`config.mk`:
```
export PLATFORM = sky130hd
export DESIGN_NAME = sphpf_ctrl
export DESIGN_NICKNAME = d
export VERILOG_FILES = /design/src/sv/sphpf_pkg.sv /design/src/sv/sphpf_ctrl.sv
export SDC_FILE = /design/constraint.sdc
export NUM_CORES = 1
export LEC_CHECK = 0
export BUFFER_PORTS_ARGS = -buffer_cell sky130_fd_sc_hd__clkbuf_2
export CAP_MARGIN = 10
export CORE_ASPECT_RATIO = 0.75
export CORE_MARGIN = 1.5
export CORE_UTILIZATION = 55
export DETAILED_ROUTE_END_ITERATION = 7
export PLACE_DENSITY = 0.86
export SYNTH_ARGS = -nofsm -noshare
export SYNTH_HDL_FRONTEND = slang
export SYNTH_SLANG_ARGS = --single-unit
```
`constraint.sdc`:
```
create_clock -name i_clk -period 2.5 [get_ports i_clk]
set_clock_uncertainty 0.15 [all_clocks]
set_input_delay 0.5 -clock i_clk [delete_from_list [all_inputs] [get_ports i_clk]]
set_output_delay 0.5 -clock i_clk [all_outputs]
set_load 0.05 [all_outputs]
```
`src/sv/sphpf_pkg.sv`:
```
// ----------------------------------------------------------------------------
// sphpf_pkg
// Shared types, codes and helper functions for the SPH pair force block.
// ----------------------------------------------------------------------------
package sphpf_pkg;

    // configuration register indexes
    localparam logic [2:0] CFG_RADIUS    = 3'd0;
    localparam logic [2:0] CFG_MASS      = 3'd1;
    localparam logic [2:0] CFG_VISC      = 3'd2;
    localparam logic [2:0] CFG_SPIKY     = 3'd3;
    localparam logic [2:0] CFG_VISC_LAP  = 3'd4;
    localparam logic [2:0] CFG_GRAV_X    = 3'd5;
    localparam logic [2:0] CFG_GRAV_Y    = 3'd6;

    // input action codes
    localparam logic ACT_LOAD     = 1'b0;
    localparam logic ACT_NEIGHBOR = 1'b1;

    // multiply-divide operation sequence, in issue order
    localparam logic [4:0] OP_PA  = 5'd0;
    localparam logic [4:0] OP_PB  = 5'd1;
    localparam logic [4:0] OP_PK  = 5'd2;
    localparam logic [4:0] OP_PP  = 5'd3;
    localparam logic [4:0] OP_PX  = 5'd4;
    localparam logic [4:0] OP_PY  = 5'd5;
    localparam logic [4:0] OP_V1  = 5'd6;
    localparam logic [4:0] OP_V2  = 5'd7;
    localparam logic [4:0] OP_V3  = 5'd8;
    localparam logic [4:0] OP_VX1 = 5'd9;
    localparam logic [4:0] OP_VX2 = 5'd10;
    localparam logic [4:0] OP_VY1 = 5'd11;
    localparam logic [4:0] OP_VY2 = 5'd12;
    localparam logic [4:0] OP_GX1 = 5'd13;
    localparam logic [4:0] OP_GX2 = 5'd14;
    localparam logic [4:0] OP_GY1 = 5'd15;
    localparam logic [4:0] OP_GY2 = 5'd16;

    // right shift codes for power-of-two denominators
    localparam logic [1:0] SH_0  = 2'd0;
    localparam logic [1:0] SH_16 = 2'd1;
    localparam logic [1:0] SH_32 = 2'd2;
    localparam logic [1:0] SH_48 = 2'd3;

    localparam logic [63:0] MAG_MAX = 64'h7FFF_FFFF_FFFF_FFFF;
    localparam int SQRT_STEPS = 24;

    typedef struct packed {
        logic       load;
        logic       latch;
        logic       sq;
        logic       cmp;
        logic       sqrt_step;
        logic       op_start;
        logic [4:0] op;
        logic       out_load;
    } t_cmd;

    typedef struct packed {
        logic hit;
        logic r2_zero;
        logic last;
        logic op_done;
        logic out_free;
    } t_sts;

    // magnitude of a signed 64-bit value
    function automatic logic [63:0] mag64(input logic signed [63:0] x);
        return x[63] ? (~x + 64'd1) : x;
    endfunction

    // saturate to signed 48 bits
    function automatic logic signed [47:0] clamp48(input logic signed [63:0] x);
        if (x > 64'sh0000_7FFF_FFFF_FFFF) begin
            return 48'sh7FFF_FFFF_FFFF;
        end else if (x < -64'sh0000_8000_0000_0000) begin
            return 48'sh8000_0000_0000;
        end else begin
            return x[47:0];
        end
    endfunction

    // saturating accumulate of a clamped term
    function automatic logic signed [47:0] acc_add(input logic signed [47:0] acc,
                                                   input logic signed [63:0] term);
        logic signed [47:0] t;
        logic signed [48:0] s;
        t = clamp48(term);
        s = {acc[47], acc} + {t[47], t};
        if (s[48] != s[47]) begin
            return s[48] ? 48'sh8000_0000_0000 : 48'sh7FFF_FFFF_FFFF;
        end
        return s[47:0];
    endfunction

endpackage

```
`src/sv/sphpf_ctrl.sv`:
```
// ----------------------------------------------------------------------------
// sphpf_ctrl
// Controller: accepts items, steps the range test and root, and issues the
// multiply-divide operations of each neighbour and of the gravity term.
// ----------------------------------------------------------------------------
module sphpf_ctrl import sphpf_pkg::*; (
    input  logic i_clk,
    input  logic i_rst_n,
    input  logic i_in_valid,
    input  logic i_action,
    input  t_sts i_sts,
    output logic o_in_ready,
    output t_cmd o_cmd
);
    localparam logic [2:0] S_IDLE  = 3'd0;
    localparam logic [2:0] S_SQ    = 3'd1;
    localparam logic [2:0] S_CMP   = 3'd2;
    localparam logic [2:0] S_CHK   = 3'd3;
    localparam logic [2:0] S_SQRT  = 3'd4;
    localparam logic [2:0] S_ISSUE = 3'd5;
    localparam logic [2:0] S_WAIT  = 3'd6;
    localparam logic [2:0] S_OUT   = 3'd7;

    logic [2:0] r_st;
    logic [4:0] r_op;
    logic [4:0] r_cnt;
    logic       accept;

    assign o_in_ready = (r_st == S_IDLE);
    assign accept     = i_in_valid && o_in_ready;

    // command decode
    always_comb begin
        o_cmd           = '0;
        o_cmd.op        = r_op;
        o_cmd.load      = accept && (i_action == ACT_LOAD);
        o_cmd.latch     = accept && (i_action == ACT_NEIGHBOR);
        o_cmd.sq        = (r_st == S_SQ);
        o_cmd.cmp       = (r_st == S_CMP);
        o_cmd.sqrt_step = (r_st == S_SQRT);
        o_cmd.op_start  = (r_st == S_ISSUE);
        o_cmd.out_load  = (r_st == S_OUT) && i_sts.out_free;
    end

    // state sequence
    always_ff @(posedge i_clk) begin
        if (!i_rst_n) begin
            r_st  <= S_IDLE;
            r_op  <= OP_PA;
            r_cnt <= 5'd0;
        end else begin
            case (r_st)
                S_IDLE: begin
                    if (o_cmd.latch) begin
                        r_st <= S_SQ;
                    end
                end
                S_SQ:  r_st <= S_CMP;
                S_CMP: r_st <= S_CHK;
                S_CHK: begin
                    r_cnt <= 5'd0;
                    if (i_sts.hit) begin
                        r_st <= S_SQRT;
                    end else if (i_sts.last) begin
                        r_st <= S_ISSUE;
                        r_op <= OP_GX1;
                    end else begin
                        r_st <= S_IDLE;
                    end
                end
                S_SQRT: begin
                    r_cnt <= r_cnt + 5'd1;
                    if (r_cnt == 5'(SQRT_STEPS - 1)) begin
                        r_st <= S_ISSUE;
                        r_op <= i_sts.r2_zero ? OP_V1 : OP_PA;
                    end
                end
                S_ISSUE: r_st <= S_WAIT;
                S_WAIT: begin
                    if (i_sts.op_done) begin
                        if (r_op == OP_VY2) begin
                            if (i_sts.last) begin
                                r_st <= S_ISSUE;
                                r_op <= OP_GX1;
                            end else begin
                                r_st <= S_IDLE;
                            end
                        end else if (r_op == OP_GY2) begin
                            r_st <= S_OUT;
                        end else begin
                            r_op <= r_op + 5'd1;
                            r_st <= S_ISSUE;
                        end
                    end
                end
                S_OUT: begin
                    if (i_sts.out_free) begin
                        r_st <= S_IDLE;
                    end
                end
                default: r_st <= S_IDLE;
            endcase
        end
    end

endmodule

```
# Word-level counts from Yosys, hierarchy flattened
# Index checks and enable logic that the tools add are counted.
[word_totals]
register_bits = 13
out_inout_bits = 13
word_cells = 49
[classes]
add_sub_neg = 2
n_eq_ne = 16
n_mux = 18
bitwise = 1
reduce_logical = 9
[op_table]
columns = ["op", "n"]
rows = [
  ["5-bit 2-to-1 mux", 6],
  ["3-bit 2-to-1 mux", 8],
  ["3-bit case mux with 8 select lines", 1],
  ["5-bit case mux with 3 select lines", 1],
  ["3-bit equality test (second input constant)", 4],
  ["5-bit by 1-bit adder with 5-bit output (second input constant)", 2],
  ["5-bit equality test (second input constant)", 2],
  ["5-bit case mux with 2 select lines", 1],
  ["3-bit by 2-bit equality test with 1-bit output (second input constant)", 2],
  ["2-bit != test (second input constant)", 3],
  ["5-bit by 4-bit equality test with 1-bit output (second input constant)", 1],
  ["5-bit AND reduction", 1],
  ["1-bit logical AND", 4],
  ["2-bit by 1-bit != test with 1-bit output (second input constant)", 2],
  ["4-bit AND reduction", 1],
  ["3-bit by 1-bit equality test with 1-bit output (second input constant)", 1],
  ["3-bit zero test", 1],
  ["3-bit != test (second input constant)", 1],
  ["3-bit nonzero test", 1],
  ["2-bit 2-to-1 mux", 1],
  ["2-bit nonzero test", 1],
  ["1-bit NOT", 1],
]

# Logic depth before layout (Yosys ltp)
# Gate-level depths: netlist (run 1).
[depth]
ltp_word = 5
ltp_mapped = 6
depth_no_buf = 6

# Worst setup path before layout (run 1)
# No wires, ideal clock.
[synth_timing]
path_type = "register to output"
startpoint = "reg r_st[1]"
endpoint = "out o_cmd[11] (netlist name)"
arrival_time_ns = 2.311
required_ns = 1.850
setup_slack_ns = -0.461
stages_incl_launch_ff = 4
n_path_buf = 1
cell_sequence = "dfxtp_1 > buf_4 > nor3_1 > and3b_1"
[synth_rtl]
columns = ["element", "line_no", "text"]
rows = [
  ["start, declared", "sphpf_ctrl.sv:24", "logic [2:0] r_st;"],
  ["start signal, assigned", "sphpf_ctrl.sv:48", "r_st <= S_IDLE;"],
  ["start signal, assigned", "sphpf_ctrl.sv:55", "r_st <= S_SQ;"],
  ["start signal, assigned", "sphpf_ctrl.sv:58", "S_SQ: r_st <= S_CMP;"],
  ["end, declared", "sphpf_ctrl.sv:13", "output t_cmd o_cmd"],
]

==> out/summary.txt, run 1 <==
Netlist Area Pre-Place - 967 um^2
Reg2Reg Setup Slack - 0.55 ns
Worst flop-to-flop path endpoint - r_st[0]
VDD IR max - 0.841 mV
Pre-CTS WS - 0.448 ns
EDFF count, synth - 0
Worst-Skew Late Latency - 0.28 ns
Fill cells - 137
Total GRT Usage - 28.8%
Status - complete, no violations
Initial core utilization - 61.9%
Post-Syn Nets - 134
Gr ovfl total - 0
Core Rows - 12
Final hold vios - 0
PnR worst setup slack - 0.129 ns
Count leader, synth - nand2_1
Antenna diode count - 0
Relative slew slack - 67.5%
Fin crit period - 2.37 ns
First-pass DRT Iterations - 4
Post-Layout Inst Area - 1100 um^2
Max_cap viols - 0
Clk slew on worst S/H paths - 0.08 ns
RSZ-0062 raised after global routing - no
Synth Warn # - 0
IO Pins - 22
DRC - 0
HPWL after detailed placement - 1980 um
Vias per cell - 6.63
First-pass GRT wire length - 4190 um
I/O Buffers - 21
Hold Crit Depth - 3
CP max-delay cell - or3b_1
Ratio of cells with drive above 1 in the final layout - 23.2%
Ranking of synthesized cells by area - dfxtp_1, a21oi_1, nand2_1
Part of the cycle the worst path needs - 94.8%
Antenna-violating nets left - 0
Overall Power - 1.10 mW
Post-Layout Cell Count - 163
Worst hold endpoint - r_op[2]
H-Tree Depth - 1
NumNets Final - 155
Post-placement cell count - 159
Max-slew violation count - 0
Crit path capture type - output port
Core area - 1560 um^2
Worst Tran Pin Value - 0.487 ns
Critical Path RT - 1.85 ns
Routed via count - 1081
P&R area growth vs syn - 14.0%
Post-synth ARST share - 0%
Crit Path Category - flop to output port
HP Class - primary input to flop
Setup TNS - 0 ns
R2R depth - 5
Worst-path cell chain - or3b_1 -> clkinv_4 -> clkbuf_2
Cells after synthesis - 122
CTS tree - built
WP data arrival - 1.72 ns
Syn avg cell area - 7.93 um^2
Fmax - 422 MHz
Hold_sp - i_sts[3]
Vias in the first global route - 920
Post-synth top cells - nand2_1, dfxtp_1, a21oi_1
Chip Width - 51.4 um
Post-synth top area share - 26.9%
Routed WL - 2650 um
CP max stage delay - 0.58 ns
Post_cts resized - 0
FF+latch count, synth - 13
Max Buffers Root-to-Sink - 2
Routed length per placed instance - 16.3 um
Setup repair bufs after CTS - 0
Post-synthesis sequential area ratio - 26.9%
Yosys top cell by area - dfxtp_1
FF-to-FF Start - r_st[0]
Util after Layout - 70.6%
1st-iter DRT viols - 58
WHS - 0.355 ns
Final setup vio count - 0
Pwr dens - 997 nW/um^2
Die ar. - 2020 um^2
Initial antenna violation count - 0
Die Ht - 39.3 um
Post-DP Area - 1080 um^2
CP Max Fanout - 15
Largest net degree at the start of global routing - 16
TritonCTS buffer count - 3
Hold_buf cts - 0
LEAKAGE - 0.436 nW
Startpoint Class - flop
CTS Root Cell - clkbuf_4
Distinct cell type count after synthesis - 46
Routability Congestion - 0.899
Ys flop type - dfxtp_1
Sink Count - 13
placed cells by master (no fill, tap or decap), drive strengths merged, types with 4 or more instances in the layout:
cell type,n
clkbuf,25
nand2,14
dfxtp,13
a21oi,12
nand3,7
inv,6
o21ai,5
nor3,5
nor2,4
and3,4
report_power, final:
part,leakage [nW],total (mW),internal (mW),switching (mW)
clock network,0.0150,0.128,0.0620,0.0665
registers,0.106,0.323,0.245,0.0783
logic,0.315,0.648,0.195,0.452
total,0.436,1.10,0.503,0.597
kinds of logic (layout without fill, tap and decap cells):
group / count (synthesis) / in the layout / synth area share, %
fa+ha+maj: 3 / 3 / 3.88
compound gates: 40 / 40 / 29.5
simple gates: 50 / 50 / 29.6
buf+inv: 13 / 33 / 6.86
xor+xnor: 1 / 1 / 0.906
flops: 13 / 13 / 26.9
mux: 2 / 2 / 2.33
worst max-delay path: cells and delay by family, from the launching register on:
family                 cells  cell delay [ns]
and+or+nand+nor            1             0.58
DFF                        1             0.46
buffers and inverters      2             0.41
sequential cells by signal, indices dropped and copies added, names as in the netlist:
signal and flops:
r_st 3, r_op 5, r_cnt 5
layout make-up:
class	count	area (um^2)	area share (%)
multi-input cells	96	646	58.6
flip-flops and latches	13	260	23.6
repair buffers	22	113	10.2
inverters	7	31.3	2.84
clock buffers	4	26.3	2.38
well taps	21	26.3	2.38
how the worst max path moves through the flow:
stage          startpoint        to  slack [ns]  cells after the start
2_1_floorplan     r_st[0]  o_cmd[6]       -0.05                      3
3_3_place_gp      r_st[0]  o_cmd[7]        0.48                      3
3_5_place_dp      r_st[0]  o_cmd[7]        0.45                      3
4_1_cts           r_st[0]  o_cmd[7]        0.15                      3
5_1_grt           r_st[1]  o_cmd[0]        0.07                      3
6_report          r_st[0]  o_cmd[7]        0.13                      3
metal layers:
layer  global-route usage [%]  up-vias  wire length (um)
met4                     9.21        0                 8
met2                     49.7       77              1280
met5                        0        -                 0
li1                         -      513                 -
met3                     8.02        3               278
met1                     35.1      488              1090
Power figures use the tool's default switching activity.
==> run 2: changes to the inputs <==
--- a/config.mk
+++ b/config.mk
@@ -5,6 +5,7 @@
 export SDC_FILE = /design/constraint.sdc
 export NUM_CORES = 1
 export LEC_CHECK = 0
+export ABC_AREA = 1
 export BUFFER_PORTS_ARGS = -buffer_cell sky130_fd_sc_hd__clkbuf_2
 export CAP_MARGIN = 10
 export CORE_ASPECT_RATIO = 0.75
==> run 2 against run 1 <==
Against the previous run: clock power is 3% higher; via count grew 4.2%; design area increased by 1.5%; setup slack improved by 0.23 ns; total power grew 21%; utilization grew 1.0 points; hold slack worse by 0.0095 ns; sequential share of layout area decreased by 0.34 points; cell count increased by 30%.
==> out/summary.txt, run 2 <==
Status - complete, no violations
TritonCTS buffer count - 3
Worst-Skew Late Latency - 0.28 ns
CTS Root Cell - clkbuf_4
Chip Width - 51.6 um
Post-Layout Cell Count - 212
Netlist Area Pre-Place - 973 um^2
Die Ht - 39.4 um
FF+latch count, synth - 13
Worst flop-to-flop path endpoint - r_op[4]
Reg2Reg Setup Slack - 0.77 ns
Hold Crit Depth - 2
I/O Buffers - 21
Routability Congestion - 0.872
Routed via count - 1126
Post-Syn Nets - 180
Post-synthesis adder-cell area fraction - 3.86%
Util after Layout - 71.6%
Setup TNS - 0 ns
Post-synthesis mux area share - 0%
Pwr dens - 1190 nW/um^2
Max_cap viols - 0
LEAKAGE - 0.578 nW
Max-slew violation count - 0
Die ar. - 2030 um^2
P&R area growth vs syn - 14.9%
IO Pins - 22
Commonest non-fill, non-tap cell in the layout - nand2_1
Cells after synthesis - 168
Largest net degree at the start of global routing - 11
Hold_sp - r_cnt[2]
Yosys top cell by area - dfxtp_1
Fin crit period - 2.14 ns
Sink Count - 13
Syn avg cell area - 5.79 um^2
1st-iter DRT viols - 40
CP Max Fanout - 8
Most frequent cells in the layout - nand2_1, nor2_1, inv_1, clkbuf_2, nand3_1
Critical Path RT - 1.85 ns
Crit Path Category - flop to output port
Part of the cycle the worst path needs - 85.7%
CTS tree - built
Post-synthesis sequential area ratio - 26.7%
Worst Tran Pin Value - 0.359 ns
VDD IR max - 0.944 mV
DRC - 0
Final setup vio count - 0
First-pass GRT wire length - 4240 um
Hold_buf cts - 0
Setup repair bufs after CTS - 0
Ranking of synthesized cells by area - dfxtp_1, nand2_1, nor2_1
Post-synth top cells - nand2_1, nor2_1, inv_1
Max Buffers Root-to-Sink - 2
Ratio of cells with drive above 1 in the final layout - 16.8%
HPWL after detailed placement - 2000 um
Post-synth ARST share - 0%
Clk slew on worst S/H paths - 0.08 ns
Fmax - 467 MHz
Routed length per placed instance - 11.8 um
Ys flop type - dfxtp_1
Vias in the first global route - 982
H-Tree Depth - 1
Core area - 1560 um^2
HP Class - flop to flop
Post_cts resized - 0
Initial antenna violation count - 0
Synth Area in XOR/XNOR - 0%
Compound-cell area share of the yosys netlist - 13.9%
Gr ovfl total - 0
Antenna-violating nets left - 0
EDFF count, synth - 0
Routed WL - 2510 um
NumNets Final - 204
Startpoint Class - flop
Vias per cell - 5.31
Core Rows - 12
Final hold vios - 0
Synth Warn # - 0
Distinct cell type count after synthesis - 20
Post-placement cell count - 208
Total GRT Usage - 29.6%
Top Registers - r_cnt: 5 flops, r_op: 5 flops, r_st: 3 flops
Simple-gate share of the synthesized area - 44.0%
Count leader, synth - nand2_1
Post-synth top area share - 26.7%
First-pass DRT Iterations - 4
FF-to-FF Start - r_st[2]
Relative slew slack - 76.0%
RSZ-0062 raised after global routing - no
Initial core utilization - 62.3%
Crit path capture type - output port
Main combinational cell family by area after synthesis - simple AND/OR/NAND/NOR gates
R2R depth - 8
WP data arrival - 1.49 ns
Antenna diode count - 0
Worst hold endpoint - r_cnt[2]
==> run 2: cell families after synthesis <==
logic type / Yosys count
flip-flops: 13
AND/OR/NAND/NOR: 98
AO/OA/AOI/OAI: 26
buffers and inverters: 28
adder cells (fa/ha/maj): 3
==> run 2: worst max-delay path by stage <==
stage / cells after the start / end / slack, ns / start
final: 6 / o_cmd[10] / 0.36 / r_st[2]
after global routing: 6 / o_cmd[10] / 0.21 / r_st[2]
after CTS: 6 / o_cmd[10] / 0.35 / r_st[2]
after detailed placement: 6 / o_cmd[10] / 0.68 / r_st[2]
after global placement: 3 / o_cmd[7] / 0.76 / r_st[2]
after floorplan: 6 / o_cmd[10] / 0.14 / r_st[2]
==> run 2: layout make-up <==
class                           instances  area, um^2
Sequential cell                        13         260
Clock buffer                            4        26.3
Timing Repair Buffer                   21         105
Fill cell                             149         443
Inverter                               26         100
Multi-Input combinational cell        127         601
Tap cell                               21        26.3
==> run 2: where the power goes <==
part / switching [mW] / internal (mW)
sequential: 0.0968 / 0.259
combinational: 0.628 / 0.214
clock: 0.0702 / 0.0620
total: 0.795 / 0.534
==> run 2: worst max-delay path: stages (launching register included) <==
cell and delay [ns]:
dfxtp_1 0.54, inv_1 0.10, nand3_1 0.13, inv_1 0.07
nand2_1 0.09, nor2_1 0.04, clkbuf_2 0.23
==> run 2: layer usage <==
metal  part of all wire, %  GRT usage [%]  up-vias  routed length [um]
li1                      -              -      581                   -
met1                    45           35.3      482                1140
met2                    45           50.0       57                1140
met3                   7.8           8.78        6                 195
met4                   1.3           13.2        0                  33
met5                     0              0        -                   0
==> run 2: stage by stage <==
step                      area, um^2  hold WS, ns  setup slack [ns]  power, mW
after floorplan                  973        0.297             0.143       1.02
after global placement          1090        0.316             0.759       1.16
after detailed placement        1090        0.335             0.675       1.19
after CTS                       1120        0.347             0.354       1.32
after global routing            1120        0.363             0.215       1.44
final                           1120        0.346             0.357       1.33
==> run 3: changes to the inputs <==
--- a/config.mk
+++ b/config.mk
@@ -9,7 +9,7 @@
 export BUFFER_PORTS_ARGS = -buffer_cell sky130_fd_sc_hd__clkbuf_2
 export CAP_MARGIN = 10
 export CORE_ASPECT_RATIO = 0.75
-export CORE_MARGIN = 1.5
+export CORE_MARGIN = 3
 export CORE_UTILIZATION = 55
 export DETAILED_ROUTE_END_ITERATION = 7
 export PLACE_DENSITY = 0.86
==> run 3 against run 2 <==
Against the previous run: first-iteration DRC count is 20% lower; clock-buffer cell count stayed put; total power is 0.31% lower; flip-flop and latch count stayed put; hold slack worse by 0.0054 ns; largest cell class unchanged; setup slack better by 0.058 ns; cell count stayed put; global-route usage is 6.3 points lower; sequential power hardly changed; wire length is 4.4% lower.
==> out/summary.txt, run 3 (synthesis gave the netlist of run 2 again) <==
DRC - 0
Crit path capture type - output port
Fmax - 480 MHz
Chip Width - 54.6 um
HPWL after detailed placement - 1940 um
R2R depth - 10
Most frequent cells in the layout - nand2_1, nor2_1, inv_1, clkbuf_2, nand3_1
H-Tree Depth - 1
Hold_sp - r_cnt[1]
Final setup vio count - 0
Final hold vios - 0
First-pass DRT Iterations - 4
Sink Count - 13
Util after Layout - 71.0%
Post-placement cell count - 208
Setup TNS - 0 ns
NumNets Final - 204
RSZ-0062 raised after global routing - no
Top Registers - r_cnt: 5 flops, r_op: 5 flops, r_st: 3 flops
Clk slew on worst S/H paths - 0.08 ns
Fill cells - 142
Die ar. - 2320 um^2
Routed WL - 2390 um
CP Max Fanout - 6
Antenna-violating nets left - 0
Pwr dens - 1180 nW/um^2
TritonCTS buffer count - 3
I/O Buffers - 21
Critical Path RT - 1.85 ns
Commonest non-fill, non-tap cell in the layout - nand2_1
Total GRT Usage - 23.3%
Reg2Reg Setup Slack - 0.78 ns
WHS - 0.341 ns
1st-iter DRT viols - 32
Hold Crit Depth - 2
Max-slew violation count - 0
P&R area growth vs syn - 14.9%
Overall Power - 1.33 mW
Routed via count - 1089
Status - complete, no violations
HP Class - flop to flop
Routability Congestion - 0.896
Gr ovfl total - 0
Worst flop-to-flop path endpoint - r_op[2]
Die Ht - 42.4 um
Largest net degree at the start of global routing - 11
CTS Root Cell - clkbuf_4
Startpoint Class - flop
Hold_buf cts - 0
Max_cap viols - 0
Setup repair bufs after CTS - 0
Post-Layout Cell Count - 212
Max Buffers Root-to-Sink - 2
Core Rows - 12
Post_cts resized - 0
FF-to-FF Start - r_cnt[0]
Vias per cell - 5.14
First-pass GRT wire length - 4060 um
Core area - 1580 um^2
Part of the cycle the worst path needs - 83.4%
Antenna diode count - 0
Worst Tran Pin Value - 0.335 ns
IO Pins - 22
Ratio of cells with drive above 1 in the final layout - 16.8%
Initial core utilization - 61.7%
WP data arrival - 1.43 ns
Fin crit period - 2.08 ns
Worst-Skew Late Latency - 0.27 ns
Routed length per placed instance - 11.3 um
Initial antenna violation count - 0
CTS tree - built
Vias in the first global route - 995
LEAKAGE - 0.578 nW
Relative slew slack - 77.7%
Crit Path Category - flop to output port
Worst hold endpoint - r_cnt[1]
VDD IR max - 0.924 mV
run 3: cell counts in the layout (fill, tap and decap cells not counted):
No cell type changed its count.
run 3: critical path, cell delays in order, from the launching register on:
cell	delay, ns
dfxtp_1	0.40
inv_2	0.15
nand3_1	0.10
inv_1	0.08
nand2_1	0.06
nor2_1	0.08
clkbuf_2	0.28
run 3: worst max path at each step:
stage          cells past startpoint  slack (ns)  startpoint        end
3_3_place_gp                       3        0.76     r_st[2]   o_cmd[7]
2_1_floorplan                      6        0.14     r_st[2]  o_cmd[10]
3_5_place_dp                       3        0.72     r_st[2]   o_cmd[7]
6_report                           6        0.42     r_st[0]  o_cmd[11]
4_1_cts                            5        0.42     r_st[2]   o_cmd[0]
5_1_grt                            5        0.29     r_st[2]   o_cmd[0]
run 3: metal layers:
layer	up-vias	share of wire, %	track usage, %
met1	466	47	32.3
met5	-	0	0
met4	0	0.58	2.99
met3	2	8.1	7.47
li1	585	-	-
met2	36	45	35.4
run 3: per-stage QoR:
| step | area, um^2 | worst slack [ns] |
|---|---|---|
| after detailed placement | 1090 | 0.725 |
| after floorplan | 973 | 0.143 |
| after global placement | 1090 | 0.764 |
| final | 1120 | 0.416 |
| after global routing | 1120 | 0.293 |
| after CTS | 1120 | 0.417 |
run 3: power by group:
part	total, mW	internal, mW	leakage (nW)	switching (mW)
sequential	0.358	0.259	0.106	0.0996
clock	0.132	0.0618	0.0150	0.0697
combinational	0.835	0.214	0.457	0.622
total	1.33	0.534	0.578	0.791
run 3: area by class of cell:
cell class                 count  area, um^2  area share [%]
multi-input combinational    127         601            53.7
sequential                    13         260            23.3
timing repair buffer          21         105            9.40
inverter                      26         100            8.95
clock buffer                   4        26.3            2.35
tap                           21        26.3            2.35
